===== config.mk =====
export PLATFORM = sky130hd
export DESIGN_NAME = kvt_ram
export DESIGN_NICKNAME = d
export VERILOG_FILES = /design/src/design/kvt_ram.sv
export SDC_FILE = /design/constraint.sdc
export NUM_CORES = 2
export LEC_CHECK = 0
export BUFFER_PORTS_ARGS = -buffer_cell sky130_fd_sc_hd__buf_2
export CELL_PAD_IN_SITES_DETAIL_PLACEMENT = 1
export CELL_PAD_IN_SITES_GLOBAL_PLACEMENT = 1
export CORE_ASPECT_RATIO = 0.6
export CORE_UTILIZATION = 48
export CTS_CLUSTER_SIZE = 20
export DETAILED_ROUTE_END_ITERATION = 10
export GPL_TIMING_DRIVEN = 0
export PLACE_DENSITY_LB_ADDON = 0.05
export RECOVER_POWER = 100
export SLEW_MARGIN = 30
export SYNTH_ARGS = -nofsm -noshare
export SYNTH_HDL_FRONTEND = slang
export SYNTH_SLANG_ARGS = --single-unit

===== constraint.sdc =====
create_clock -name clk -period 2.7 [get_ports clk]
set_input_delay 0.135 -clock clk [delete_from_list [all_inputs] [get_ports clk]]
set_output_delay 0.135 -clock clk [all_outputs]
set_load 0.02 [all_outputs]

===== src/design/kvt_ram.sv =====
// ----------------------------------------------------------------------------
// kvt_ram
// Single-port-write, single-port-read byte memory, registered read data.
// ----------------------------------------------------------------------------
`default_nettype none

module kvt_ram #(
  parameter int DEPTH = 256,
  parameter int AW    = 8
) (
  input  wire logic          clk,
  input  wire logic          we,
  input  wire logic [AW-1:0] waddr,
  input  wire logic [7:0]    wdata,
  input  wire logic          re,
  input  wire logic [AW-1:0] raddr,
  output logic      [7:0]    rdata_r
);

  logic [7:0] mem [DEPTH];

  // Write port
  always_ff @(posedge clk) begin
    if (we) begin
      mem[waddr] <= wdata;
    end
  end

  // Read port, hold data when idle
  always_ff @(posedge clk) begin
    if (re) begin
      rdata_r <= mem[raddr];
    end
  end

endmodule

`default_nettype wire


==> results.cfg <==
[setup_path]
path_delay_family = buffers and inverters
max_stage_delay_ns = 0.90
critical_path_class = input pin to register
cp_max_fo = 10
crit_buf_inv = 4
crit_required_ns = 3.14
slowest_stage = nor2_1
r2r_start = mem[83][4]
worstRegToRegCells = 5
timing.rr.end = rdata_r[4]
crit_top_cell = clkbuf_1
rrSetupSlack_ns = -0.03
crit_arrival_ns = 3.26
critical_path.startpoint_type = input pin
crit_chain = clkbuf_1, clkbuf_1, nand3_1, clkbuf_2, clkbuf_4, nor2_1
critical_path.endpoint_type = register

[cells_and_area]
drive_gt1_frac = 0.248
fin_cells = 6389
nFillCells = 14072
final_nets = 4036
final_area_um2 = 90300
syn2layout_area_growth_pct = 13.4
finalCoreUtilization = 0.549

[run_status]
status = complete, but fails checks
violations = max-capacitance violations, max-slew violations, negative setup slack

[yosys]
synth_async_sr_flop_share = 0
synth_top_area_frac = 0.775
synth-warning-count = 0
synth_seq_cells = 2056
synth_edf_count = 2056
synthesis.nets = 3760
ys_seq_area_frac = 0.775
synth_cell_types = 54
ys_top_cells_by_count = edfxtp_1 (2,056), mux4_2 (454), nor2_1 (282)
syn_inst = 3733
avgSynthCellArea_um2 = 21.3
synth_area_leaders = edfxtp_1 (78%), mux4_2 (13%), mux2i_1 (1.7%)
synth.most_common_cell = edfxtp_1
synth_area_um2 = 79600
synth_flop_cell = edfxtp_1
synth_largest_area_cell = edfxtp_1

[global_route]
track_usage = 0.320
first_global_vias = 41969
antenna_found_initial = 21
grt_first_pass_wirelength_um = 360000
grt_max_degree = 113
grt-ovfl-total = 0

[sta]
fin_crit_sh = 1.04
hold_viol_final = 0
holdWs_ns = 0.0943
relSlewSlack = -0.562
fin_crit_ns = 2.81
fin_ws_ns = -0.115
fin_skew_ns = 0.0307
finalSetupViolations = 47
tightestPinTransition_ns = 2.34
slew_viol_final = 447
max_freq_mhz = 355

[route]
ant_nets = 0
wirelength_um = 268000
drc = 0
wl_per_cell_um = 42.0
drtIter0Drc = 7036
drt_first_pass_iters = 5
vias_per_cell = 6.67
vias = 42606

[placed_design]
port_buffers = 27
gp_congestion = 0.924
placed_cells = 6028
detailed_place_hpwl_um = 188000
dpl-instance-area_um2 = 84000

[floorplan]
core-area_um2 = 164000
dieArea_um2 = 168000
start_util = 0.485
rows = 115
dieWidth_um = 528
pin_count = 35
die_y_um = 318

[clocking]
cts_tree = yes
htree_num_levels = 4
cts_sinks = 2056
postCtsSetupBuffers = 0
clk_latency_ns = 0.84
cts_buffers = 194
clockRootBuffer = clkbuf_16
path_clk_slew_ns = 0.07
clockBufferDepth = 4

[worst_hold_path]
hold_end = mem[196][0]
min-delay-start = waddr[6]
hold_path_class = input pin to register
worst_hold_path.num_cells = 3

[pwr]
clkPwrFrac = 0.407
seqPwrFrac = 0.531
p_leak_nw = 27.8
switching_share = 0.225
power_per_cell_area_nw_per_um2 = 736
ir_drop_mv = 0.534
total_power_w = 0.0664
intPower_w = 0.0515
combinationalPowerShare = 0.063
switchingPower_w = 0.0149

[flow_run]
max_cap_violations = 6
## area by class of cell
class / count / area, um2 / share of cell area
timing repair buffer: 81 / 963 / 0.0107
buffer: 232 / 1650 / 0.0183
tap: 2223 / 2780 / 0.0308
sequential: 2056 / 61700 / 0.684
multi-input combinational: 1442 / 17100 / 0.189
clock buffer: 247 / 5140 / 0.0569
inverter: 2 / 11.3 / 0.000125
clock inverter: 96 / 887 / 0.00983
antenna: 10 / 25.0 / 0.000277
## placed cells by master, fill, tap and decap left out, types with 32 or more instances in the layout
master	n
edfxtp_1	2056
buf_4	35
nand3_1	33
mux2i_1	134
a22oi_1	131
clkbuf_2	65
a21oi_1	87
buf_2	39
o221ai_1	46
mux4_2	454
clkbuf_16	198
nand2_1	32
clkbuf_1	113
clkinv_1	40
nor2_1	275
## cells by family (layout without fill, tap and decap cells)
| kind of cell | count (synthesis) | in the layout | share of synthesized area |
|---|---|---|---|
| DFF | 2056 | 2056 | 0.775 |
| muxes | 591 | 591 | 0.146 |
| and+or+nand+nor | 466 | 466 | 0.0263 |
| AOI/OAI and AO/OA | 385 | 385 | 0.0342 |
| buffers and inverters | 235 | 658 | 0.0183 |
| other | 0 | 10 | 0 |
## through the flow
stage | TNS, ns | setup WS [ns]
6_report | -1.70 | -0.115
5_1_grt | -0.000447 | -0.000447
3_3_place_gp | -4702.34 | -3.12
4_1_cts | -0.0367 | -0.0237
2_1_floorplan | 0 | 0.489
3_5_place_dp | -478.09 | -2.12
## power by group through the flow
stage | clock network (W) | registers [W] | logic, W
2_1_floorplan | 0 | 0.0359 | 0.00171
3_3_place_gp | 0 | 0.0360 | 0.00369
3_5_place_dp | 0 | 0.0359 | 0.00397
4_1_cts | 0.0272 | 0.0352 | 0.00410
5_1_grt | 0.0282 | 0.0352 | 0.00424
6_report | 0.0270 | 0.0352 | 0.00417
## worst min-delay path, cell delays in order
cell,delay [ns]
buf_2,0.15
nand4_1,0.20
nor2_1,0.23
## flip-flops by register name, indices dropped and copies added (netlist names)
| name | count |
|---|---|
| mem | 2048 |
| rdata_r | 8 |
## worst max path at each step
stage	startpoint	endpoint	slack [ns]	depth (start not counted)
final	we	mem[97][0]	-0.11	6
after global routing	raddr[0]	rdata_r[0]	-0.0004	11
after CTS	raddr[0]	rdata_r[5]	-0.02	10
after detailed placement	raddr[2]	rdata_r[4]	-2.12	10
after global placement	raddr[2]	rdata_r[2]	-3.12	8
after floorplan	raddr[0]	rdata_r[2]	0.49	9
## per-layer routing
metal,global-route usage,wire length [um],vias up
li1,-,-,16258
met1,0.498,115000,23289
met2,0.436,111000,2675
met3,0.104,34600,374
met4,0.0770,7060,10
met5,0,71,-
## what timing repair did
item	CTS	global route
hold buffers	9	0
endpoints found under the setup margin	8	24
gates resized for setup	119	51
pin swaps	4	6
hold endpoints to repair	568	0
No activity file was read; power rests on OpenSTA's default activity.
