**src/design/kvt_pkg.sv**
```systemverilog
// ----------------------------------------------------------------------------
// kvt_pkg
// Shared types and codes for the fixed-slot key/value table.
// ----------------------------------------------------------------------------
`default_nettype none

package kvt_pkg;

  // Width of staged byte counts and byte counters (counts 0 to 127)
  localparam int CNT_W = 7;

  typedef enum logic [1:0] {
    MODE_SET    = 2'd0,
    MODE_GET    = 2'd1,
    MODE_REMOVE = 2'd2,
    MODE_LIST   = 2'd3
  } mode_t;

  typedef enum logic [1:0] {
    PART_KEY   = 2'd0,
    PART_VALUE = 2'd1,
    PART_EXEC  = 2'd2,
    PART_NONE  = 2'd3
  } part_t;

  typedef enum logic [2:0] {
    ST_OK       = 3'd0,
    ST_BADKEY   = 3'd1,
    ST_RANGE    = 3'd2,
    ST_NOSPACE  = 3'd3,
    ST_NOTFOUND = 3'd4
  } status_t;

  typedef enum logic [3:0] {
    S_IDLE,
    S_FIND,
    S_CMP_RD,
    S_CMP_CHK,
    S_SET_KEY,
    S_SET_VAL,
    S_COMMIT,
    S_LIST,
    S_HDR,
    S_DATA_RD,
    S_DATA_EMIT
  } state_t;

  // Staged operand counts seen by the sequencer
  typedef struct packed {
    logic [CNT_W-1:0] kcnt;
    logic [CNT_W-1:0] vcnt;
  } stg_t;

endpackage

`default_nettype wire

```
**src/design/kvt_stage.sv**
```systemverilog
// ----------------------------------------------------------------------------
// kvt_stage
// Staging buffer for the key and value bytes of the pending operation.
// ----------------------------------------------------------------------------
`default_nettype none

module kvt_stage #(
  parameter int KEY_BYTES   = 16,
  parameter int VALUE_BYTES = 32
) (
  input  wire logic                     clk,
  input  wire logic                     rst_n,
  input  wire logic                     wr,
  input  wire logic [1:0]               part,
  input  wire logic [7:0]               data,
  input  wire logic                     clr,
  input  wire logic [kvt_pkg::CNT_W-1:0] idx,
  output kvt_pkg::stg_t                 stg,
  output logic      [7:0]               key_byte,
  output logic      [7:0]               val_byte
);

  localparam int KIW = $clog2(KEY_BYTES);
  localparam int VIW = (VALUE_BYTES > 1) ? $clog2(VALUE_BYTES) : 1;

  logic [7:0] key_r [KEY_BYTES];
  logic [7:0] val_r [VALUE_BYTES];
  logic [kvt_pkg::CNT_W-1:0] kcnt_r, vcnt_r;
  logic ended_r;

  // Counts and terminator flag
  always_ff @(posedge clk) begin
    if (!rst_n || clr) begin
      kcnt_r  <= '0;
      vcnt_r  <= '0;
      ended_r <= 1'b0;
    end else if (wr) begin
      if (part == kvt_pkg::PART_KEY && !ended_r) begin
        if (data == 8'd0) begin
          ended_r <= 1'b1;
        end else if (kcnt_r < kvt_pkg::CNT_W'(KEY_BYTES)) begin
          kcnt_r <= kcnt_r + 1'b1;
        end
      end else if (part == kvt_pkg::PART_VALUE) begin
        if (vcnt_r <= kvt_pkg::CNT_W'(VALUE_BYTES)) begin
          vcnt_r <= vcnt_r + 1'b1;
        end
      end
    end
  end

  // Byte storage, drop bytes past capacity
  always_ff @(posedge clk) begin
    if (wr && part == kvt_pkg::PART_KEY && !ended_r && data != 8'd0 &&
        kcnt_r < kvt_pkg::CNT_W'(KEY_BYTES)) begin
      key_r[kcnt_r[KIW-1:0]] <= data;
    end
    if (wr && part == kvt_pkg::PART_VALUE &&
        vcnt_r < kvt_pkg::CNT_W'(VALUE_BYTES)) begin
      val_r[vcnt_r[VIW-1:0]] <= data;
    end
  end

  assign stg      = '{kcnt: kcnt_r, vcnt: vcnt_r};
  assign key_byte = key_r[idx[KIW-1:0]];
  assign val_byte = val_r[idx[VIW-1:0]];

endmodule

`default_nettype wire

```
**config.mk**
```make
export PLATFORM = sky130hd
export DESIGN_NAME = kvt_stage
export DESIGN_NICKNAME = d
export VERILOG_FILES = /design/src/design/kvt_pkg.sv /design/src/design/kvt_stage.sv
export SDC_FILE = /design/constraint.sdc
export NUM_CORES = 1
export LEC_CHECK = 0
export ABC_AREA = 1
export BUFFER_PORTS_ARGS = -buffer_cell sky130_fd_sc_hd__buf_2
export CORE_MARGIN = 2
export CORE_UTILIZATION = 35
export CTS_BUF_LIST = sky130_fd_sc_hd__clkbuf_8
export DETAILED_ROUTE_END_ITERATION = 8
export PLACE_DENSITY = 0.5
export SLEW_MARGIN = 15
export SYNTH_ARGS = -nofsm -noshare
export SYNTH_HDL_FRONTEND = slang
export SYNTH_SLANG_ARGS = --single-unit
```
**constraint.sdc**
```tcl
create_clock -name clk -period 2.1 [get_ports clk]
set_clock_uncertainty 0.15 [all_clocks]
set_input_delay 0 -clock clk [delete_from_list [all_inputs] [get_ports clk]]
set_output_delay 0 -clock clk [all_outputs]
set_load 0.01 [all_outputs]
```
==> results.json, run 1 <==
{
  "grt_setup_unrepaired": "true",
  "grt_max_degree": 92,
  "layout-drive-gt1-share_pct": 14.5,
  "path_cells": "buf_2 -> dlygate4sd3_1 -> nor2_4 -> nand2_1 -> nor2_1 -> buf_4 -> a31oi_1 -> dlygate4sd3_1 -> nor2_1 -> dlygate4sd3_1",
  "slew_headroom_pct": 52.7,
  "die_area_mm2": 0.0486,
  "grt_pass1_vias": 10396,
  "reg2reg_slack_ns": 0.12,
  "globalRouteTotalUtil_pct": 17.8,
  "synth.most_common_cell": "nand2_1",
  "synthTopCellsByCount": "397 x nand2_1, 384 x edfxtp_1, 222 x nand3_1",
  "clkPwrFrac_pct": 38.1,
  "clock_path_buffers": 3,
  "dpl.hpwl_um": 24200,
  "first_pass_iters": 5,
  "die_x_um": 221,
  "fin_util_pct": 41.2,
  "r2r-start": "ended_r",
  "critPathLaunchType": "input pin",
  "drc": 0,
  "rr_worst_depth": 5,
  "core_region_area_mm2": 0.0465,
  "avgSynthCellArea_um2": 11.6,
  "maxCapViolations": 0,
  "r2r-end": "ended_r",
  "clock-sinks": 399,
  "viasPerCell": 4.91,
  "synth.net_count": 1446,
  "syn_area_mm2": 0.0164,
  "hold_start": "data[4]",
  "crit_fanout": 2,
  "drt-initial-drc-count": 920,
  "async_reset_ff_share_pct": 0,
  "routedWlPerCell_um": 19.3,
  "initial_utilization_pct": 35.3,
  "netSwitchingFraction_pct": 23.4,
  "root_buffer": "clkbuf_8",
  "vdd_ir_drop_max_mv": 0.353,
  "dominantRegCellSynth": "edfxtp_1",
  "rows": 79,
  "crit_arrival_ns": 2.43,
  "synthCells": 1417,
  "seq_power_share_pct": 55.3,
  "synth_cell_types": 26,
  "die_h_um": 221,
  "cts_tree": "built",
  "switching_power_uw": 3690,
  "synth.area.top_cells": "edfxtp_1 70%, nand2_1 9.1%, nand3_1 6.8%",
  "power_density_mw_per_mm2": 826,
  "setup-violations-final": 0,
  "synth-seq-cells": 399,
  "nFillCells": 4397,
  "final.period_utilization_pct": 97.0,
  "endpoint_kind": "register",
  "htree_levels": 3,
  "drt_wl_total_um": 42200,
  "grt_pass1_wl_um": 63700,
  "place_ws_ns": -0.266,
  "timing.hold.ws_ns": 0.0182,
  "max_freq_ghz": 0.491,
  "hold_viol_final": 0,
  "drtAntennaViolNets": 0,
  "ys_seq_area_share_pct": 72.1,
  "critical_path_class": "input pin to register",
  "hold_depth": 8,
  "status": "finished clean",
  "syn2layout_area_growth_pct": 16.6,
  "num_vias": 10743,
  "numCtsBuffers": 66,
  "hp-class": "input pin to register",
  "portBuffers": 48,
  "finalWorstSetupSlack_ns": 0.0640,
  "p_leak_uw": 0.00696,
  "cpMaxStageDelayCell": "dlygate4sd3_1",
  "slew_viol_final": 0,
  "postPlaceCellArea_mm2": 0.0176,
  "overflow": 0,
  "top_level_ports": 51,
  "synth-edff-count": 384,
  "synth_top_area_share_pct": 70.3,
  "gp_congestion": 0.799,
  "p_comb_share_pct": 6.6,
  "whs_endpoint": "kcnt_r[4]",
  "design_area_mm2": 0.0191,
  "clk_latency_ns": 0.61,
  "required_ns": 2.50,
  "p_int_uw": 12100,
  "nets": 1568,
  "slowest_delay_ns": 0.61,
  "clk_pin_slew_ns": 0.06,
  "min_period_ns": 2.04,
  "synth_warnings": 0,
  "antenna_found_initial": 0,
  "synth_top_area_cell": "edfxtp_1",
  "tightestPinTransition_ns": 0.709,
  "path_common_cell": "dlygate4sd3_1"
}
[sequential cells by signal (all words and copies together), names as in the netlist]
register  flops
ended_r       1
val_r       256
kcnt_r        7
key_r       128
vcnt_r        7
[area by class of cell]
cell class	instances	area [µm²]	share of cell area [%]
Antenna cell	1	2.50	0.0131
Clock buffer	71	977	5.11
Clock inverter	40	159	0.831
Inverter	30	120	0.628
Multi-Input combinational cell	908	4190	21.9
Sequential cell	399	11800	61.9
Tap cell	607	759	3.97
Timing Repair Buffer	134	1090	5.72
[metrics by stage]
step                TNS (ns)  total power (µW)  std cells
finish                     0             15800       2190
global route          -0.313             16500       2189
CTS                   -15.44             16000       2186
detailed placement    -22.38              9930       2055
global placement      -17.35              9930       2055
floorplan                  0              9470       1417
[cells in the final DEF (no fill, tap or decap)]
cell type      count
inv_4              1
clkinv_1          11
inv_1             44
nor3_2             1
o21ai_0           33
dlygate4sd3_1     18
buf_2             46
nand4_1            1
nand2_4            4
buf_4             56
and3_1             1
clkinv_2           4
buf_6              2
diode_2            1
inv_2              8
nand2_1          390
nand3b_1           1
a31oi_1            1
nand2_2            3
nor3_4             1
clkbuf_8          71
ha_1               8
o21ai_1           34
buf_12            12
a21oi_1            9
nand3_2            1
nor2_1           146
nor2_2             1
dfxtp_1           15
xor2_1             2
edfxtp_1         384
clkinvlp_4         1
nand3_1          221
nor3_1             1
inv_6              1
o211ai_1          32
nor2_4            17
[cell families after synthesis]
family / after synthesis / share of synthesized area (%)
XOR/XNOR: 2 / 0.107
flip-flops: 399 / 72.1
adder cells (fa/ha/maj): 8 / 0.610
AO/OA/AOI/OAI: 109 / 3.82
buffers and inverters: 110 / 3.54
AND/OR/NAND/NOR: 789 / 19.8
[worst max-delay path, delay by kind of cell]
kind	cells	cell delay, ns
buf+inv	5	1.93
simple gates	4	0.45
compound gates	1	0.06
[per-layer routing]
layer,track usage (%),up-vias,share of wire [%]
li1,-,5205,-
met1,25.5,5208,47
met2,27.4,279,46
met3,2.74,51,4.7
met4,6.29,0,2.0
met5,0,-,0
[worst max-delay path by stage]
stage                     slack (ns)      endpoint  startpoint  cells past startpoint
after global placement         -0.21   key_r[9][6]     ended_r                      7
after CTS                      -0.17   key_r[7][2]     ended_r                      7
final                           0.06       ended_r     data[5]                     10
after detailed placement       -0.27  key_r[13][3]     ended_r                      7
after global routing           -0.02   key_r[3][2]     ended_r                      8
after floorplan                 0.14  key_r[11][0]     ended_r                      7
[power groups by stage]
stage	Clock [µW]	Sequential (µW)	Combinational, µW
2_1_floorplan	0	8910	564
3_3_place_gp	0	8900	1030
3_5_place_dp	0	8900	1030
4_1_cts	6220	8740	1050
5_1_grt	6600	8730	1150
6_report	6030	8740	1040
[what timing repair did]
action | 4_1_cts | 5_1_grt
setup endpoints to repair | 128 | 360
pin swaps | 1 | 4
gates cloned | 0 | 0
hold endpoints to repair | 407 | 0
gates resized for setup | 22 | 28
buffers inserted | 2 | 3
hold buffers | 18 | 0
Note: power is estimated with default switching activity, not from simulation.
==> run 2: changes to the inputs <==
--- a/config.mk
+++ b/config.mk
@@ -5,12 +5,12 @@
 export SDC_FILE = /design/constraint.sdc
 export NUM_CORES = 1
 export LEC_CHECK = 0
-export ABC_AREA = 1
 export BUFFER_PORTS_ARGS = -buffer_cell sky130_fd_sc_hd__buf_2
 export CORE_MARGIN = 2
 export CORE_UTILIZATION = 35
 export CTS_BUF_LIST = sky130_fd_sc_hd__clkbuf_8
 export DETAILED_ROUTE_END_ITERATION = 8
+export GPL_TIMING_DRIVEN = 0
 export PLACE_DENSITY = 0.5
 export SLEW_MARGIN = 15
 export SYNTH_ARGS = -nofsm -noshare
==> run 2 against run 1 <==
Compared with the run above:
- the flow now finishes with violations (setup timing)
- design area is 0.46% lower
- sequential share of layout area is 0.30 points higher
- global-route usage down 1.3 points
- synthesized cell count is 52% lower
- clock-buffer cell count fell by 1
- worst setup slack got worse by 0.59 ns
- utilization increased by 2.1 points
- sequential power about the same
- first-iteration DRC count fell by 32%
- via count fell by 30%
- critical endpoint is now val_byte[3]
- highest routed layer unchanged
==> results.json, run 2 <==
{
  "crit_arrival_ns": 2.47,
  "setup-violations-final": 122,
  "portBuffers": 43,
  "max_freq_ghz": 0.381,
  "top_level_ports": 51,
  "mostFrequentLayoutCell": "edfxtp_1",
  "synth_top_area_cell": "edfxtp_1",
  "synthMuxAreaShare_pct": 18.1,
  "largest_reg_flops": 256,
  "syn_area_mm2": 0.0155,
  "synth_top_family_by_area": "multiplexers",
  "fin_util_pct": 43.2,
  "diodes": 0,
  "clk_pin_slew_ns": 0.06,
  "synthCells": 684,
  "synth-edff-count": 384,
  "p_leak_uw": 0.00609,
  "first_pass_iters": 4,
  "synthTopCellsByCount": "384 x edfxtp_1, 120 x mux4_2, 42 x nor2_1",
  "grt_pass1_vias": 8160,
  "globalRouteTotalUtil_pct": 16.5,
  "die_h_um": 215,
  "drtAntennaViolNets": 0,
  "drt_wl_total_um": 37300,
  "endpoint_kind": "output pin",
  "synth_compound_area_share_pct": 0.484,
  "seqCellArea_mm2": 0.0118,
  "slew_headroom_pct": 28.7,
  "root_buffer": "clkbuf_8",
  "required_ns": 1.95,
  "async_reset_ff_share_pct": 0,
  "use_met2_pct": 27.4,
  "grt_setup_unrepaired": "true",
  "place_ws_ns": -0.836,
  "multiInputGateArea_mm2": 0.00400,
  "synth_warnings": 0,
  "status": "finished with violations",
  "grt_max_degree": 50,
  "overflow": 0,
  "die_x_um": 215,
  "avgSynthCellArea_um2": 22.7,
  "drt-initial-drc-count": 623,
  "layout-drive-gt1-share_pct": 41.6,
  "crit_fanout": 1,
  "ys_seq_area_share_pct": 76.3,
  "nFillCells": 3783,
  "gp_congestion": 0.742,
  "routedWlPerCell_um": 25.1,
  "final.period_utilization_pct": 125,
  "rows": 77,
  "use_met3_pct": 4.84,
  "tightestPinTransition_ns": 1.07,
  "synthAdderAreaFrac_pct": 0.645,
  "min_period_ns": 2.62,
  "maxCapViolations": 0,
  "hp-class": "input pin to register",
  "synth_cell_types": 38,
  "synth_top_area_share_pct": 74.3,
  "synth.net_count": 713,
  "drc": 0,
  "clock_path_buffers": 3,
  "synth.area.top_cells": "edfxtp_1 74%, mux4_2 17%, dfxtp_1 1.9%",
  "htree_levels": 3,
  "core_region_area_mm2": 0.0440,
  "viasPerCell": 5.08,
  "finalWorstSetupSlack_ns": -0.524,
  "num_vias": 7555,
  "dominantRegCellSynth": "edfxtp_1",
  "slew_viol_final": 0,
  "power_density_mw_per_mm2": 863,
  "dpl.hpwl_um": 22500,
  "synth_xor_xnor_area_share_pct": 0.339,
  "syn2layout_area_growth_pct": 22.7,
  "clk_latency_ns": 0.60,
  "synth.most_common_cell": "edfxtp_1",
  "use_met1_pct": 20.6,
  "busiest_layer": "met2",
  "nets": 875,
  "vdd_ir_drop_max_mv": 0.723,
  "critPathLaunchType": "register",
  "most-common-layout-cells": "384 x edfxtp_1, 120 x mux4_2, 70 x clkbuf_8, 40 x buf_2, 29 x nor2_4",
  "initial_utilization_pct": 35.2,
  "cts_tree": "built",
  "critical_path_class": "register to output pin",
  "numCtsBuffers": 69,
  "clock-sinks": 399,
  "violations": "setup timing",
  "hold_viol_final": 0,
  "grt_pass1_wl_um": 54000,
  "die_area_mm2": 0.0460,
  "synth-simple-area-share_pct": 3.00,
  "synth-seq-cells": 399,
  "antenna_found_initial": 3
}
[run 2: cell types whose count changed after synthesis, sizes merged, moves of 24 or more]
cell,delta
nor2,-122
o21ai,-66
o211ai,-31
inv,-24
nand3,-219
buf,-36
nand2,-391
mux4,+120
[run 2: timing repair]
item,CTS,global route
endpoints found under the hold margin,274,4
setup endpoints to repair,396,274
buffers inserted,20,6
gates resized for setup,126,19
pin swaps,19,5
hold buffers,21,2
[run 2: worst paths after layout]
| check | start | end | slack, ns | cells after the start |
|---|---|---|---|---|
| worst max register to register | ended_r | key_r[4][5] | -0.44 | 6 |
| worst max-delay path | val_r[25][3] | val_byte[3] | -0.52 | 4 |
| worst min-delay path | data[3] | key_r[15][3] | 0.004 | 1 |
| worst min register to register | kcnt_r[6] | kcnt_r[6] | 0.36 | 1 |
[run 2: critical path: stages, from the launching register on]
cell and delay [ns]:
edfxtp_1 0.38, mux4_2 0.54, mux4_2 0.54, mux2_4 0.29
buf_6 0.12
[run 2: per-stage QoR]
| step | hold slack, ns | cell area [µm²] | power (µW) | instances | TNS, ns |
|---|---|---|---|---|---|
| CTS | 0.00111 | 18900 | 16700 | 1479 | -63.39 |
| global placement | 0.136 | 16500 | 9660 | 1319 | -228.89 |
| finish | 0.00386 | 19000 | 16400 | 1486 | -44.97 |
| detailed placement | 0.147 | 16500 | 9680 | 1319 | -259.12 |
| floorplan | -0.0511 | 15500 | 9330 | 684 | -0.424 |
| global route | 0.0288 | 19000 | 17000 | 1486 | -58.20 |
[run 2: cell type report]
type / count / share of cell area (%)
plain buffers: 33 / 0.940
clock buffers: 70 / 5.06
clock inverters: 49 / 1.79
well taps: 592 / 3.89
repair buffers: 91 / 5.07
inverters: 5 / 0.0986
flip-flops and latches: 399 / 62.1
multi-input cells: 247 / 21.0
[run 2: layer usage]
layer | up-vias | wire (µm)
met4 | 0 | 962
met1 | 4011 | 15100
met2 | 243 | 18700
met3 | 66 | 2550
li1 | 3235 | -
met5 | - | 0
[run 2: cells by family after synthesis]
logic type      after synthesis
compound gates               11
xor+xnor                      6
fa+ha+maj                     8
buf+inv                      38
flops                       399
mux                         130
simple gates                 92
[run 2: power breakdown]
part,internal (µW),switching [µW]
logic,417,489
clock network,3720,3070
registers,8730,3.98
total,12900,3560
