===== config.mk =====
export PLATFORM = sky130hd
export DESIGN_NAME = kvt_seq
export DESIGN_NICKNAME = d
export VERILOG_FILES = /design/src/design/kvt_pkg.sv /design/src/design/kvt_seq.sv
export SDC_FILE = /design/constraint.sdc
export NUM_CORES = 1
export LEC_CHECK = 0
export BUFFER_PORTS_ARGS = -buffer_cell sky130_fd_sc_hd__buf_4
export CORE_UTILIZATION = 30
export CTS_CLUSTER_SIZE = 8
export DETAILED_ROUTE_END_ITERATION = 10
export GPL_ROUTABILITY_DRIVEN = 1
export GPL_TIMING_DRIVEN = 0
export PLACE_DENSITY = 0.54
export SLEW_MARGIN = 30
export SYNTH_ARGS = -nofsm -noshare
export SYNTH_HDL_FRONTEND = slang
export SYNTH_SLANG_ARGS = --single-unit

===== constraint.sdc =====
create_clock -name clk -period 4.27 [get_ports clk]
set_clock_uncertainty 0.05 [all_clocks]
set_input_delay 0.854 -clock clk [delete_from_list [all_inputs] [get_ports clk]]
set_output_delay 0.854 -clock clk [all_outputs]
set_load 0.01 [all_outputs]

===== src/design/kvt_pkg.sv =====
// ----------------------------------------------------------------------------
// kvt_pkg
// Shared types and codes for the fixed-slot key/value table.
// ----------------------------------------------------------------------------
`default_nettype none

package kvt_pkg;

  // Width of staged byte counts and byte counters (counts 0 to 127)
  localparam int CNT_W = 7;

  typedef enum logic [1:0] {
    MODE_SET    = 2'd0,
    MODE_GET    = 2'd1,
    MODE_REMOVE = 2'd2,
    MODE_LIST   = 2'd3
  } mode_t;

  typedef enum logic [1:0] {
    PART_KEY   = 2'd0,
    PART_VALUE = 2'd1,
    PART_EXEC  = 2'd2,
    PART_NONE  = 2'd3
  } part_t;

  typedef enum logic [2:0] {
    ST_OK       = 3'd0,
    ST_BADKEY   = 3'd1,
    ST_RANGE    = 3'd2,
    ST_NOSPACE  = 3'd3,
    ST_NOTFOUND = 3'd4
  } status_t;

  typedef enum logic [3:0] {
    S_IDLE,
    S_FIND,
    S_CMP_RD,
    S_CMP_CHK,
    S_SET_KEY,
    S_SET_VAL,
    S_COMMIT,
    S_LIST,
    S_HDR,
    S_DATA_RD,
    S_DATA_EMIT
  } state_t;

  // Staged operand counts seen by the sequencer
  typedef struct packed {
    logic [CNT_W-1:0] kcnt;
    logic [CNT_W-1:0] vcnt;
  } stg_t;

endpackage

`default_nettype wire


===== src/design/kvt_seq.sv =====
// ----------------------------------------------------------------------------
// kvt_seq
// Operation sequencer: slot search, memory read-modify-write, result words.
// ----------------------------------------------------------------------------
`default_nettype none

module kvt_seq #(
  parameter int ENTRIES     = 16,
  parameter int KEY_BYTES   = 16,
  parameter int VALUE_BYTES = 32,
  parameter int KAW         = 8,
  parameter int VAW         = 9
) (
  input  wire logic                      clk,
  input  wire logic                      rst_n,
  // command words
  input  wire logic                      in_valid,
  output logic                           in_ready,
  input  wire logic [1:0]                in_mode,
  input  wire logic [1:0]                in_part,
  input  wire logic [15:0]               in_capacity,
  input  wire logic [3:0]                in_rank,
  // staging buffer
  input  wire kvt_pkg::stg_t             stg,
  input  wire logic [7:0]                key_byte,
  output logic [kvt_pkg::CNT_W-1:0]      byte_idx,
  output logic                           stg_clr,
  // key memory
  output logic                           key_we,
  output logic                           key_re,
  output logic [KAW-1:0]                 key_addr,
  input  wire logic [7:0]                key_rdata,
  // value memory
  output logic                           val_we,
  output logic                           val_re,
  output logic [VAW-1:0]                 val_addr,
  input  wire logic [7:0]                val_rdata,
  // result words
  output logic                           out_valid,
  input  wire logic                      out_ready,
  output logic                           out_kind,
  output logic [2:0]                     out_status,
  output logic [5:0]                     out_length,
  output logic [4:0]                     out_entry_count,
  output logic [7:0]                     out_data_out,
  output logic                           out_last
);

  localparam int SW = (ENTRIES > 1) ? $clog2(ENTRIES) : 1;
  localparam int UW = $clog2(ENTRIES + 1);
  localparam int CW = kvt_pkg::CNT_W;

  kvt_pkg::state_t state_r, state_nxt;

  logic [1:0]    mode_r,     mode_nxt;
  logic [15:0]   cap_r,      cap_nxt;
  logic [3:0]    rank_r,     rank_nxt;
  logic [SW-1:0] slot_r,     slot_nxt;
  logic [CW-1:0] byte_r,     byte_nxt;
  logic [UW-1:0] seen_r,     seen_nxt;
  logic          free_ok_r,  free_ok_nxt;
  logic [SW-1:0] free_slot_r, free_slot_nxt;
  logic          new_r,      new_nxt;
  logic          strm_r,     strm_nxt;
  logic [2:0]    hdr_st_r,   hdr_st_nxt;
  logic [5:0]    hdr_len_r,  hdr_len_nxt;
  logic [UW-1:0] ucnt_r,     ucnt_nxt;

  logic          used_r [ENTRIES];
  logic [CW-1:0] klen_r [ENTRIES];
  logic [CW-1:0] vlen_r [ENTRIES];
  logic          meta_clr, meta_set, meta_vlen;

  logic       out_valid_r, out_valid_nxt;
  logic       kind_r, kind_nxt, last_r, last_nxt;
  logic [2:0] ost_r, ost_nxt;
  logic [5:0] olen_r, olen_nxt;
  logic [4:0] ocnt_r, ocnt_nxt;
  logic [7:0] odat_r, odat_nxt;

  logic exec, out_free, set_err, slot_hit, last_slot, byte_ok, key_end, val_end;
  logic found, miss, nf, free_any, list_hit, strm_end;
  logic [SW-1:0] free_sel;
  logic [CW-1:0] cur_vlen;

  // Event decode
  always_comb begin
    exec      = in_valid && in_ready && in_part == kvt_pkg::PART_EXEC;
    out_free  = !out_valid_r || out_ready;
    set_err   = (stg.vcnt > CW'(VALUE_BYTES)) || (stg.kcnt == '0) ||
                (stg.kcnt >= CW'(KEY_BYTES));
    slot_hit  = used_r[slot_r] && klen_r[slot_r] == stg.kcnt;
    last_slot = slot_r == SW'(ENTRIES - 1);
    byte_ok   = key_rdata == key_byte;
    key_end   = (byte_r + 1'b1) == stg.kcnt;
    val_end   = (byte_r + 1'b1) == stg.vcnt;
    strm_end  = (byte_r + 1'b1) == CW'(hdr_len_r);
    found     = (state_r == kvt_pkg::S_FIND && slot_hit && stg.kcnt == '0) ||
                (state_r == kvt_pkg::S_CMP_CHK && byte_ok && key_end);
    miss      = (state_r == kvt_pkg::S_FIND && !slot_hit) ||
                (state_r == kvt_pkg::S_CMP_CHK && !byte_ok);
    nf        = miss && last_slot;
    free_any  = free_ok_r || (state_r == kvt_pkg::S_FIND && !used_r[slot_r]);
    free_sel  = free_ok_r ? free_slot_r : slot_r;
    list_hit  = used_r[slot_r] && (32'(seen_r) == 32'(rank_r));
    cur_vlen  = vlen_r[slot_r];
  end

  // Next state
  always_comb begin
    state_nxt = state_r;
    unique case (state_r)
      kvt_pkg::S_IDLE: begin
        if (exec) begin
          unique case (kvt_pkg::mode_t'(in_mode))
            kvt_pkg::MODE_SET:  state_nxt = set_err ? kvt_pkg::S_HDR : kvt_pkg::S_FIND;
            kvt_pkg::MODE_LIST: state_nxt = kvt_pkg::S_LIST;
            default:            state_nxt = kvt_pkg::S_FIND;
          endcase
        end
      end
      kvt_pkg::S_FIND, kvt_pkg::S_CMP_CHK: begin
        if (found) begin
          if (mode_r == kvt_pkg::MODE_SET) begin
            state_nxt = (stg.vcnt == '0) ? kvt_pkg::S_COMMIT : kvt_pkg::S_SET_VAL;
          end else begin
            state_nxt = kvt_pkg::S_HDR;
          end
        end else if (nf) begin
          state_nxt = (mode_r == kvt_pkg::MODE_SET && free_any) ?
                      kvt_pkg::S_SET_KEY : kvt_pkg::S_HDR;
        end else if (miss) begin
          state_nxt = kvt_pkg::S_FIND;
        end else begin
          state_nxt = kvt_pkg::S_CMP_RD;
        end
      end
      kvt_pkg::S_CMP_RD:  state_nxt = kvt_pkg::S_CMP_CHK;
      kvt_pkg::S_SET_KEY: begin
        if (key_end) begin
          state_nxt = (stg.vcnt == '0) ? kvt_pkg::S_COMMIT : kvt_pkg::S_SET_VAL;
        end
      end
      kvt_pkg::S_SET_VAL: begin
        if (val_end) begin
          state_nxt = kvt_pkg::S_COMMIT;
        end
      end
      kvt_pkg::S_COMMIT:  state_nxt = kvt_pkg::S_HDR;
      kvt_pkg::S_LIST: begin
        if (list_hit || last_slot) begin
          state_nxt = kvt_pkg::S_HDR;
        end
      end
      kvt_pkg::S_HDR: begin
        if (out_free) begin
          state_nxt = strm_r ? kvt_pkg::S_DATA_RD : kvt_pkg::S_IDLE;
        end
      end
      kvt_pkg::S_DATA_RD: state_nxt = kvt_pkg::S_DATA_EMIT;
      kvt_pkg::S_DATA_EMIT: begin
        if (out_free) begin
          state_nxt = strm_end ? kvt_pkg::S_IDLE : kvt_pkg::S_DATA_RD;
        end
      end
      default: state_nxt = kvt_pkg::S_IDLE;
    endcase
  end

  // Datapath and outputs
  always_comb begin
    mode_nxt      = mode_r;
    cap_nxt       = cap_r;
    rank_nxt      = rank_r;
    slot_nxt      = slot_r;
    byte_nxt      = byte_r;
    seen_nxt      = seen_r;
    free_ok_nxt   = free_ok_r;
    free_slot_nxt = free_slot_r;
    new_nxt       = new_r;
    strm_nxt      = strm_r;
    hdr_st_nxt    = hdr_st_r;
    hdr_len_nxt   = hdr_len_r;
    ucnt_nxt      = ucnt_r;
    meta_clr      = 1'b0;
    meta_set      = 1'b0;
    meta_vlen     = 1'b0;
    stg_clr       = 1'b0;
    out_valid_nxt = out_valid_r && !out_ready;
    kind_nxt      = kind_r;
    ost_nxt       = ost_r;
    olen_nxt      = olen_r;
    ocnt_nxt      = ocnt_r;
    odat_nxt      = odat_r;
    last_nxt      = last_r;
    key_we        = 1'b0;
    key_re        = 1'b0;
    val_we        = 1'b0;
    val_re        = 1'b0;

    unique case (state_r)
      kvt_pkg::S_IDLE: begin
        if (exec) begin
          mode_nxt    = in_mode;
          cap_nxt     = in_capacity;
          rank_nxt    = in_rank;
          slot_nxt    = '0;
          byte_nxt    = '0;
          seen_nxt    = '0;
          free_ok_nxt = 1'b0;
          new_nxt     = 1'b0;
          strm_nxt    = 1'b0;
          hdr_len_nxt = '0;
          hdr_st_nxt  = (stg.vcnt > CW'(VALUE_BYTES)) ? kvt_pkg::ST_RANGE :
                                                         kvt_pkg::ST_BADKEY;
        end
      end
      kvt_pkg::S_FIND, kvt_pkg::S_CMP_CHK: begin
        // remember the lowest free slot passed
        if (state_r == kvt_pkg::S_FIND && !used_r[slot_r] && !free_ok_r) begin
          free_ok_nxt   = 1'b1;
          free_slot_nxt = slot_r;
        end
        if (found) begin
          byte_nxt    = '0;
          hdr_st_nxt  = kvt_pkg::ST_OK;
          hdr_len_nxt = '0;
          if (mode_r == kvt_pkg::MODE_GET) begin
            hdr_len_nxt = 6'(cur_vlen);
            if (cap_r < 16'(cur_vlen)) begin
              hdr_st_nxt = kvt_pkg::ST_RANGE;
            end else begin
              strm_nxt = cur_vlen != '0;
            end
          end else if (mode_r == kvt_pkg::MODE_REMOVE) begin
            meta_clr = 1'b1;
            if (ucnt_r != '0) begin
              ucnt_nxt = ucnt_r - 1'b1;
            end
          end
        end else if (nf) begin
          hdr_len_nxt = '0;
          if (mode_r == kvt_pkg::MODE_SET) begin
            if (free_any) begin
              slot_nxt = free_sel;
              new_nxt  = 1'b1;
              byte_nxt = '0;
            end else begin
              hdr_st_nxt = kvt_pkg::ST_NOSPACE;
            end
          end else begin
            hdr_st_nxt = kvt_pkg::ST_NOTFOUND;
          end
        end else if (miss) begin
          slot_nxt = slot_r + 1'b1;
          byte_nxt = '0;
        end else if (state_r == kvt_pkg::S_CMP_CHK) begin
          byte_nxt = byte_r + 1'b1;
        end else begin
          byte_nxt = '0;
        end
      end
      kvt_pkg::S_CMP_RD: key_re = 1'b1;
      kvt_pkg::S_SET_KEY: begin
        key_we   = 1'b1;
        byte_nxt = key_end ? '0 : byte_r + 1'b1;
      end
      kvt_pkg::S_SET_VAL: begin
        val_we   = 1'b1;
        byte_nxt = byte_r + 1'b1;
      end
      kvt_pkg::S_COMMIT: begin
        meta_vlen   = 1'b1;
        meta_set    = new_r;
        hdr_st_nxt  = kvt_pkg::ST_OK;
        hdr_len_nxt = '0;
        if (new_r) begin
          ucnt_nxt = ucnt_r + 1'b1;
        end
      end
      kvt_pkg::S_LIST: begin
        if (list_hit) begin
          hdr_st_nxt  = kvt_pkg::ST_OK;
          hdr_len_nxt = 6'(klen_r[slot_r]);
          strm_nxt    = klen_r[slot_r] != '0;
          byte_nxt    = '0;
        end else if (last_slot) begin
          hdr_st_nxt  = kvt_pkg::ST_NOTFOUND;
          hdr_len_nxt = '0;
        end else begin
          slot_nxt = slot_r + 1'b1;
          if (used_r[slot_r]) begin
            seen_nxt = seen_r + 1'b1;
          end
        end
      end
      kvt_pkg::S_HDR: begin
        if (out_free) begin
          out_valid_nxt = 1'b1;
          kind_nxt      = 1'b0;
          ost_nxt       = hdr_st_r;
          olen_nxt      = hdr_len_r;
          ocnt_nxt      = 5'(ucnt_r);
          odat_nxt      = '0;
          last_nxt      = !strm_r;
          stg_clr       = !strm_r;
        end
      end
      kvt_pkg::S_DATA_RD: begin
        key_re = mode_r == kvt_pkg::MODE_LIST;
        val_re = mode_r != kvt_pkg::MODE_LIST;
      end
      kvt_pkg::S_DATA_EMIT: begin
        if (out_free) begin
          out_valid_nxt = 1'b1;
          kind_nxt      = 1'b1;
          ost_nxt       = kvt_pkg::ST_OK;
          olen_nxt      = hdr_len_r;
          ocnt_nxt      = 5'(ucnt_r);
          odat_nxt      = (mode_r == kvt_pkg::MODE_LIST) ? key_rdata : val_rdata;
          last_nxt      = strm_end;
          stg_clr       = strm_end;
          byte_nxt      = byte_r + 1'b1;
        end
      end
      default: ;
    endcase
  end

  // Control registers
  always_ff @(posedge clk) begin
    if (!rst_n) begin
      state_r     <= kvt_pkg::S_IDLE;
      ucnt_r      <= '0;
      out_valid_r <= 1'b0;
    end else begin
      state_r     <= state_nxt;
      ucnt_r      <= ucnt_nxt;
      out_valid_r <= out_valid_nxt;
    end
  end

  // Operation and result payload registers
  always_ff @(posedge clk) begin
    mode_r      <= mode_nxt;
    cap_r       <= cap_nxt;
    rank_r      <= rank_nxt;
    slot_r      <= slot_nxt;
    byte_r      <= byte_nxt;
    seen_r      <= seen_nxt;
    free_ok_r   <= free_ok_nxt;
    free_slot_r <= free_slot_nxt;
    new_r       <= new_nxt;
    strm_r      <= strm_nxt;
    hdr_st_r    <= hdr_st_nxt;
    hdr_len_r   <= hdr_len_nxt;
    kind_r      <= kind_nxt;
    ost_r       <= ost_nxt;
    olen_r      <= olen_nxt;
    ocnt_r      <= ocnt_nxt;
    odat_r      <= odat_nxt;
    last_r      <= last_nxt;
  end

  // Slot metadata, cleared at reset
  always_ff @(posedge clk) begin
    if (!rst_n) begin
      for (int i = 0; i < ENTRIES; i++) begin
        used_r[i] <= 1'b0;
        klen_r[i] <= '0;
        vlen_r[i] <= '0;
      end
    end else if (meta_clr) begin
      used_r[slot_r] <= 1'b0;
      klen_r[slot_r] <= '0;
      vlen_r[slot_r] <= '0;
    end else if (meta_vlen) begin
      vlen_r[slot_r] <= stg.vcnt;
      if (meta_set) begin
        used_r[slot_r] <= 1'b1;
        klen_r[slot_r] <= stg.kcnt;
      end
    end
  end

  assign in_ready        = state_r == kvt_pkg::S_IDLE;
  assign byte_idx        = byte_r;
  assign key_addr        = KAW'(slot_r) * KAW'(KEY_BYTES) + KAW'(byte_r);
  assign val_addr        = VAW'(slot_r) * VAW'(VALUE_BYTES) + VAW'(byte_r);
  assign out_valid       = out_valid_r;
  assign out_kind        = kind_r;
  assign out_status      = ost_r;
  assign out_length      = olen_r;
  assign out_entry_count = ocnt_r;
  assign out_data_out    = odat_r;
  assign out_last        = last_r;

endmodule

`default_nettype wire


==> flow_summary.ini, run 1 <==
[run_status]
status = finished, final reports clean

[floorplan]
rows = 85
coreArea_um2 = 54000
dieArea_um2 = 55800
start_util_pct = 30.5
pin_count = 121
fp.dieW_um = 236
die_h_um = 236

[finish]
stdcell_count = 2220
layout_commonest_cell = edfxtp_1
drive_gt1_share_pct = 23.5
most-common-layout-cells = edfxtp_1, nor2_1, buf_4
design_area_um2 = 20300
postLayoutCoreUtil_pct = 37.5
antenna_cells = 0
nNetsFinal = 1577
synthToLayoutAreaGrowth_pct = 23.3

[sta]
setup_viol = 0
min_period_ns = 4.20
hold_viol_final = 0
fin_crit_sh_pct = 98.4
timing.final.ws_setup_ns = 0.0690
fmaxAchievable_mhz = 238
relSlewSlack_pct = 32.6
tightestPinTransition_ns = 1.01
slew_viol_final = 0

[synthesis]
yosys.area_share.simple_pct = 15.5
synth_top_family_by_area = simple AND/OR/NAND/NOR gates
synth-main-ff-cell = edfxtp_1
yosys.area.top_type = edfxtp_1
synth_compound_area_share_pct = 6.26
synth_fa_ha_area_share_pct = 2.11
yosys_register_bits = 332
synth.area.mux_share_pct = 10.8
synth.distinct_cells = 69
synthXorXnorAreaFrac_pct = 3.34
ys_seq_area_share_pct = 58.8
netlist_area_um2 = 16500
synth_top_area_share_pct = 55.1
netlist_instances = 1300
syn-num-nets = 1392
avgSynthCellArea_um2 = 12.7
synth.yosys.warnings = 0
synthArstFlopShare_pct = 0
synth_edf_count = 302
synthTopCellsByArea = edfxtp_1, mux4_2, and3_1, nor2_1, dfxtp_1

[setup_path]
criticalPathCategory = reg2reg
cp.arrival_ns = 4.43
cp_data_required_time_ns = 4.50
start_kind = register
cp-endpoint = klen_r[10][2]
end_kind = register
regToRegSetupSlack_ns = 0.07
timing.rr.end = klen_r[10][2]
worst-r2r-cell-count = 11
cp_max_fo = 10

[clock_tree]
cts_made_buffers = 47
cts_buffer_depth = 3
cts_tree = yes
clkSinkCount = 332
insertion_delay_ns = 0.59
htree_levels = 2
clk_pin_slew_ns = 0.05
clock-root-buffer = clkbuf_16

[power_and_ir_drop]
total_power_mw = 11.2
p_leak_nw = 7.69
peakVddDrop_mv = 0.287
power.density_nw_per_um2 = 550

[drt]
drt_iter0_markers = 980
drtAntennaViolNets = 0
routedWlPerCell_um = 23.0
vias_per_cell = 5.31
wl_mm = 51.0
routed-via-count = 11800
route.detailed.drc = 0
dr.pass1.iters = 7

[placement]
placed_area_um2 = 18300
dp.cells = 2118
port_buffers = 116
pre_cts_ws_ns = -1.20
gp_congestion = 0.915
hpwlAfterDp_mm = 36.8

[grt]
grt_pass1_vias = 11900
grt_overflow = 0
grt_usage_pct = 18.2
grt_start_max_net_pins = 15
antenna_found_initial = 1
grt_pass1_wl_mm = 75.9

[min_path]
holdCritPathClass = in2reg

[job]
cap_violations = 0
[layout make-up]
class | instances | area [µm²]
well taps | 696 | 871
clock inverters | 3 | 30.0
repair buffers | 137 | 1120
plain buffers | 95 | 509
fillers | 5182 | 33700
multi-input cells | 847 | 6650
clock buffers | 85 | 1340
flip-flops and latches | 332 | 9670
inverters | 25 | 93.8
[sequential cells by signal, indices dropped and copies added (netlist names), 3 cells and up, named ones only]
| name | count |
|---|---|
| ucnt_r | 5 |
| out_data_out | 8 |
| used_r | 16 |
| state_r | 4 |
| hdr_len_r | 6 |
| byte_idx | 7 |
| seen_r | 5 |
| out_status | 3 |
| klen_r | 112 |
| slot_r | 4 |
| vlen_r | 112 |
| hdr_st_r | 3 |
| free_slot_r | 4 |
| cap_r | 16 |
| out_entry_count | 5 |
| rank_r | 4 |
| out_length | 6 |
[cells in the mapped netlist (10+ instances only)]
| cell type | instances |
|---|---|
| o211ai_1 | 20 |
| o21ai_0 | 49 |
| mux2i_1 | 29 |
| ha_1 | 23 |
| mux4_2 | 56 |
| inv_1 | 23 |
| nand3_1 | 19 |
| and3_1 | 125 |
| and2_1 | 10 |
| xor2_1 | 22 |
| dfxtp_1 | 30 |
| nor2b_1 | 15 |
| nor3_1 | 14 |
| nor2_1 | 164 |
| mux2_2 | 15 |
| buf_4 | 12 |
| a21oi_1 | 29 |
| xnor2_1 | 33 |
| nand2_1 | 93 |
| and2_0 | 11 |
| buf_1 | 11 |
| clkbuf_1 | 63 |
| edfxtp_1 | 302 |
| nand2b_1 | 13 |
[critical path, stage by stage (launching register included)]
cell and delay (ns):
dfxtp_1 0.32, buf_6 0.16, mux4_1 0.60, mux4_2 0.58
xor2_1 0.22, nor4_4 0.41, a41oi_4 0.25, nand3b_4 0.31
and2b_4 0.28, clkbuf_4 0.28, o21ai_4 0.23, buf_4 0.19
[worst min-delay path by stage]
stage,depth (start not counted),slack [ns],to,from
final,1,0.39,cap_r[6],in_capacity[6]
after global routing,1,0.38,cap_r[3],in_capacity[3]
after CTS,1,0.37,rank_r[3],in_rank[3]
after detailed placement,0,0.42,out_length[5],hdr_len_r[5]
after global placement,0,0.42,out_length[0],hdr_len_r[0]
after floorplan,0,0.39,out_entry_count[4],ucnt_r[4]
[timing repair]
item                       CTS  global route
setup endpoints to repair  268           234
pin swaps                    3             5
hold buffers                 0             0
buffers inserted             9             6
gates resized for setup     85            19
[cells by family (layout without fill, tap and decap cells)]
| group | count (synthesis) | in the layout |
|---|---|---|
| multiplexers | 102 | 102 |
| AND/OR/NAND/NOR | 506 | 506 |
| XOR/XNOR | 58 | 58 |
| buffers and inverters | 121 | 345 |
| flip-flops | 332 | 332 |
| AO/OA/AOI/OAI | 155 | 155 |
| adder cells (fa/ha/maj) | 26 | 26 |
[per-stage QoR]
step,setup TNS [ns],hold slack [ns]
floorplan,0,0.391
detailed placement,-204.33,0.419
finish,0,0.393
global placement,-292.34,0.417
global route,-0.113,0.375
CTS,-2.59,0.366
[routing by layer]
layer	vias up	GRT usage [%]	wire length (µm)
met5	-	0	0
met4	0	6.67	1640
met3	100	2.59	3200
met2	477	30.8	24900
met1	5965	23.5	21300
li1	5248	-	-
[power breakdown]
| part | switching [mW] | internal, mW |
|---|---|---|
| Clock | 1.40 | 2.10 |
| Sequential | 0.163 | 3.79 |
| Combinational | 2.17 | 1.54 |
Note: power is estimated with default switching activity, not from simulation.
==> run 2, diff against run 1 <==
--- a/config.mk
+++ b/config.mk
@@ -11,7 +11,7 @@
 export DETAILED_ROUTE_END_ITERATION = 10
 export GPL_ROUTABILITY_DRIVEN = 1
 export GPL_TIMING_DRIVEN = 0
-export PLACE_DENSITY = 0.54
+export PLACE_DENSITY_LB_ADDON = 0.25
 export SLEW_MARGIN = 30
 export SYNTH_ARGS = -nofsm -noshare
 export SYNTH_HDL_FRONTEND = slang
==> flow_summary.ini, run 2 (synthesis gave the netlist of run 1 again) <==
[clock_tree]
clk_pin_slew_ns = 0.05
cts_tree = yes
clkSinkCount = 332
hold_buffers = 0
cts_made_buffers = 47
insertion_delay_ns = 0.59
cts_buffer_depth = 3
htree_levels = 2
clock-root-buffer = clkbuf_16

[setup_path]
end_kind = register
cp_cell_sequence = buf_6 -> mux4_1 -> mux4_2 -> xor2_1 -> nor4_4 -> a41oi_4 -> nand3b_4 -> and2b_4 -> o21ai_1
cp.buffers_inverters = 1
start_kind = register
crit_family = multiplexers
criticalPathCategory = reg2reg
cp_max_fo = 8
cp.arrival_ns = 4.28
slowest_stage = mux4_1
regToRegSetupSlack_ns = 0.15
cp_data_required_time_ns = 4.42
max_stage_delay_ns = 0.60

[sta]
fmaxAchievable_mhz = 242
timing.final.ws_setup_ns = 0.146
hold_viol_final = 0
tightestPinTransition_ns = 0.991
slew_viol_final = 0
relSlewSlack_pct = 33.9
fin_crit_sh_pct = 96.6
setup_viol = 0
min_period_ns = 4.12
hold-worst-slack_ns = 0.397

[grt]
antenna_found_initial = 1
grt_usage_pct = 18.4
grt_overflow = 0
grt_start_max_net_pins = 15
grt_util_met2_pct = 30.7
met1_usage_pct = 24.4
grt_pass1_wl_mm = 76.8
busiest_layer = met2
grt_pass1_vias = 11800
use_met3_pct = 3.00

[floorplan]
pin_count = 121
die_h_um = 236
rows = 85
fp.dieW_um = 236
dieArea_um2 = 55800
start_util_pct = 30.5
coreArea_um2 = 54000

[drt]
routedWlPerCell_um = 23.2
wl_mm = 51.6
drt_iter0_markers = 984
vias_per_cell = 5.26
routed-via-count = 11700
route.detailed.drc = 0
drtAntennaViolNets = 0
dr.pass1.iters = 5

[run_status]
status = finished, final reports clean

[finish]
stdcell_count = 2220
nNetsFinal = 1577
synthToLayoutAreaGrowth_pct = 23.5
biggestRegsByFlops = klen_r (112), vlen_r (112)
fillers = 5262
layout_commonest_cell = edfxtp_1
most-common-layout-cells = edfxtp_1, nor2_1, buf_4
drive_gt1_share_pct = 23.6
antenna_cells = 0

[power_and_ir_drop]
peakVddDrop_mv = 0.259
p_leak_nw = 7.70
power.density_nw_per_um2 = 551

[placement]
port_buffers = 116
pre_cts_ws_ns = -1.14
hpwlAfterDp_mm = 36.9
gp_congestion = 0.941
dp.cells = 2116

[job]
cap_violations = 0

[min_path]
holdCritPathClass = in2reg
run 2: per-stage QoR:
step	cell area [µm²]	power (mW)	util, %	setup TNS [ns]
6_report	20300	11.2	37.6	0
3_5_place_dp	18200	7.48	33.8	-212.10
5_1_grt	20300	11.6	37.6	-0.00953
2_1_floorplan	16500	6.20	-	0
4_1_cts	20200	11.2	37.3	0
3_3_place_gp	18200	7.45	33.7	-315.90
run 2: area by class of cell:
cell class              count  area, µm²  share of cell area, %
repair buffers            137       1120                   5.51
multi-input cells         847       6670                   32.8
flip-flops and latches    332       9670                   47.6
inverters                  25       93.8                  0.462
clock inverters             4       57.6                  0.283
plain buffers              95        519                   2.56
clock buffers              84       1320                   6.47
well taps                 696        871                   4.29
run 2: metal layers:
metal | part of all wire, % | up-vias | wire [µm]
li1 | - | 5242 | -
met1 | 43 | 5911 | 22100
met2 | 48 | 434 | 24800
met3 | 6.0 | 96 | 3120
met4 | 3.1 | 0 | 1580
met5 | 0 | - | 0
run 2: path summary, 6_finish.rpt:
kind / cells past startpoint / from / endpoint
max: 9 / register / klen_r[4][1]
min: 1 / in_capacity[1] / cap_r[1]
max reg2reg: 9 / register / klen_r[4][1]
min reg2reg: 0 / hdr_len_r[4] / out_length[4]
run 2: timing repair:
item                                    in CTS  in global routing
buffers inserted                             9                  8
pin swaps                                   10                  6
endpoints found under the setup margin     274                202
gates resized for setup                     89                 20
run 2: where the power goes:
part / switching [mW] / internal (mW) / total (mW) / leakage, nW
Combinational: 2.16 / 1.55 / 3.71 / 3.75
Clock: 1.44 / 2.08 / 3.52 / 0.650
Sequential: 0.171 / 3.79 / 3.97 / 3.30
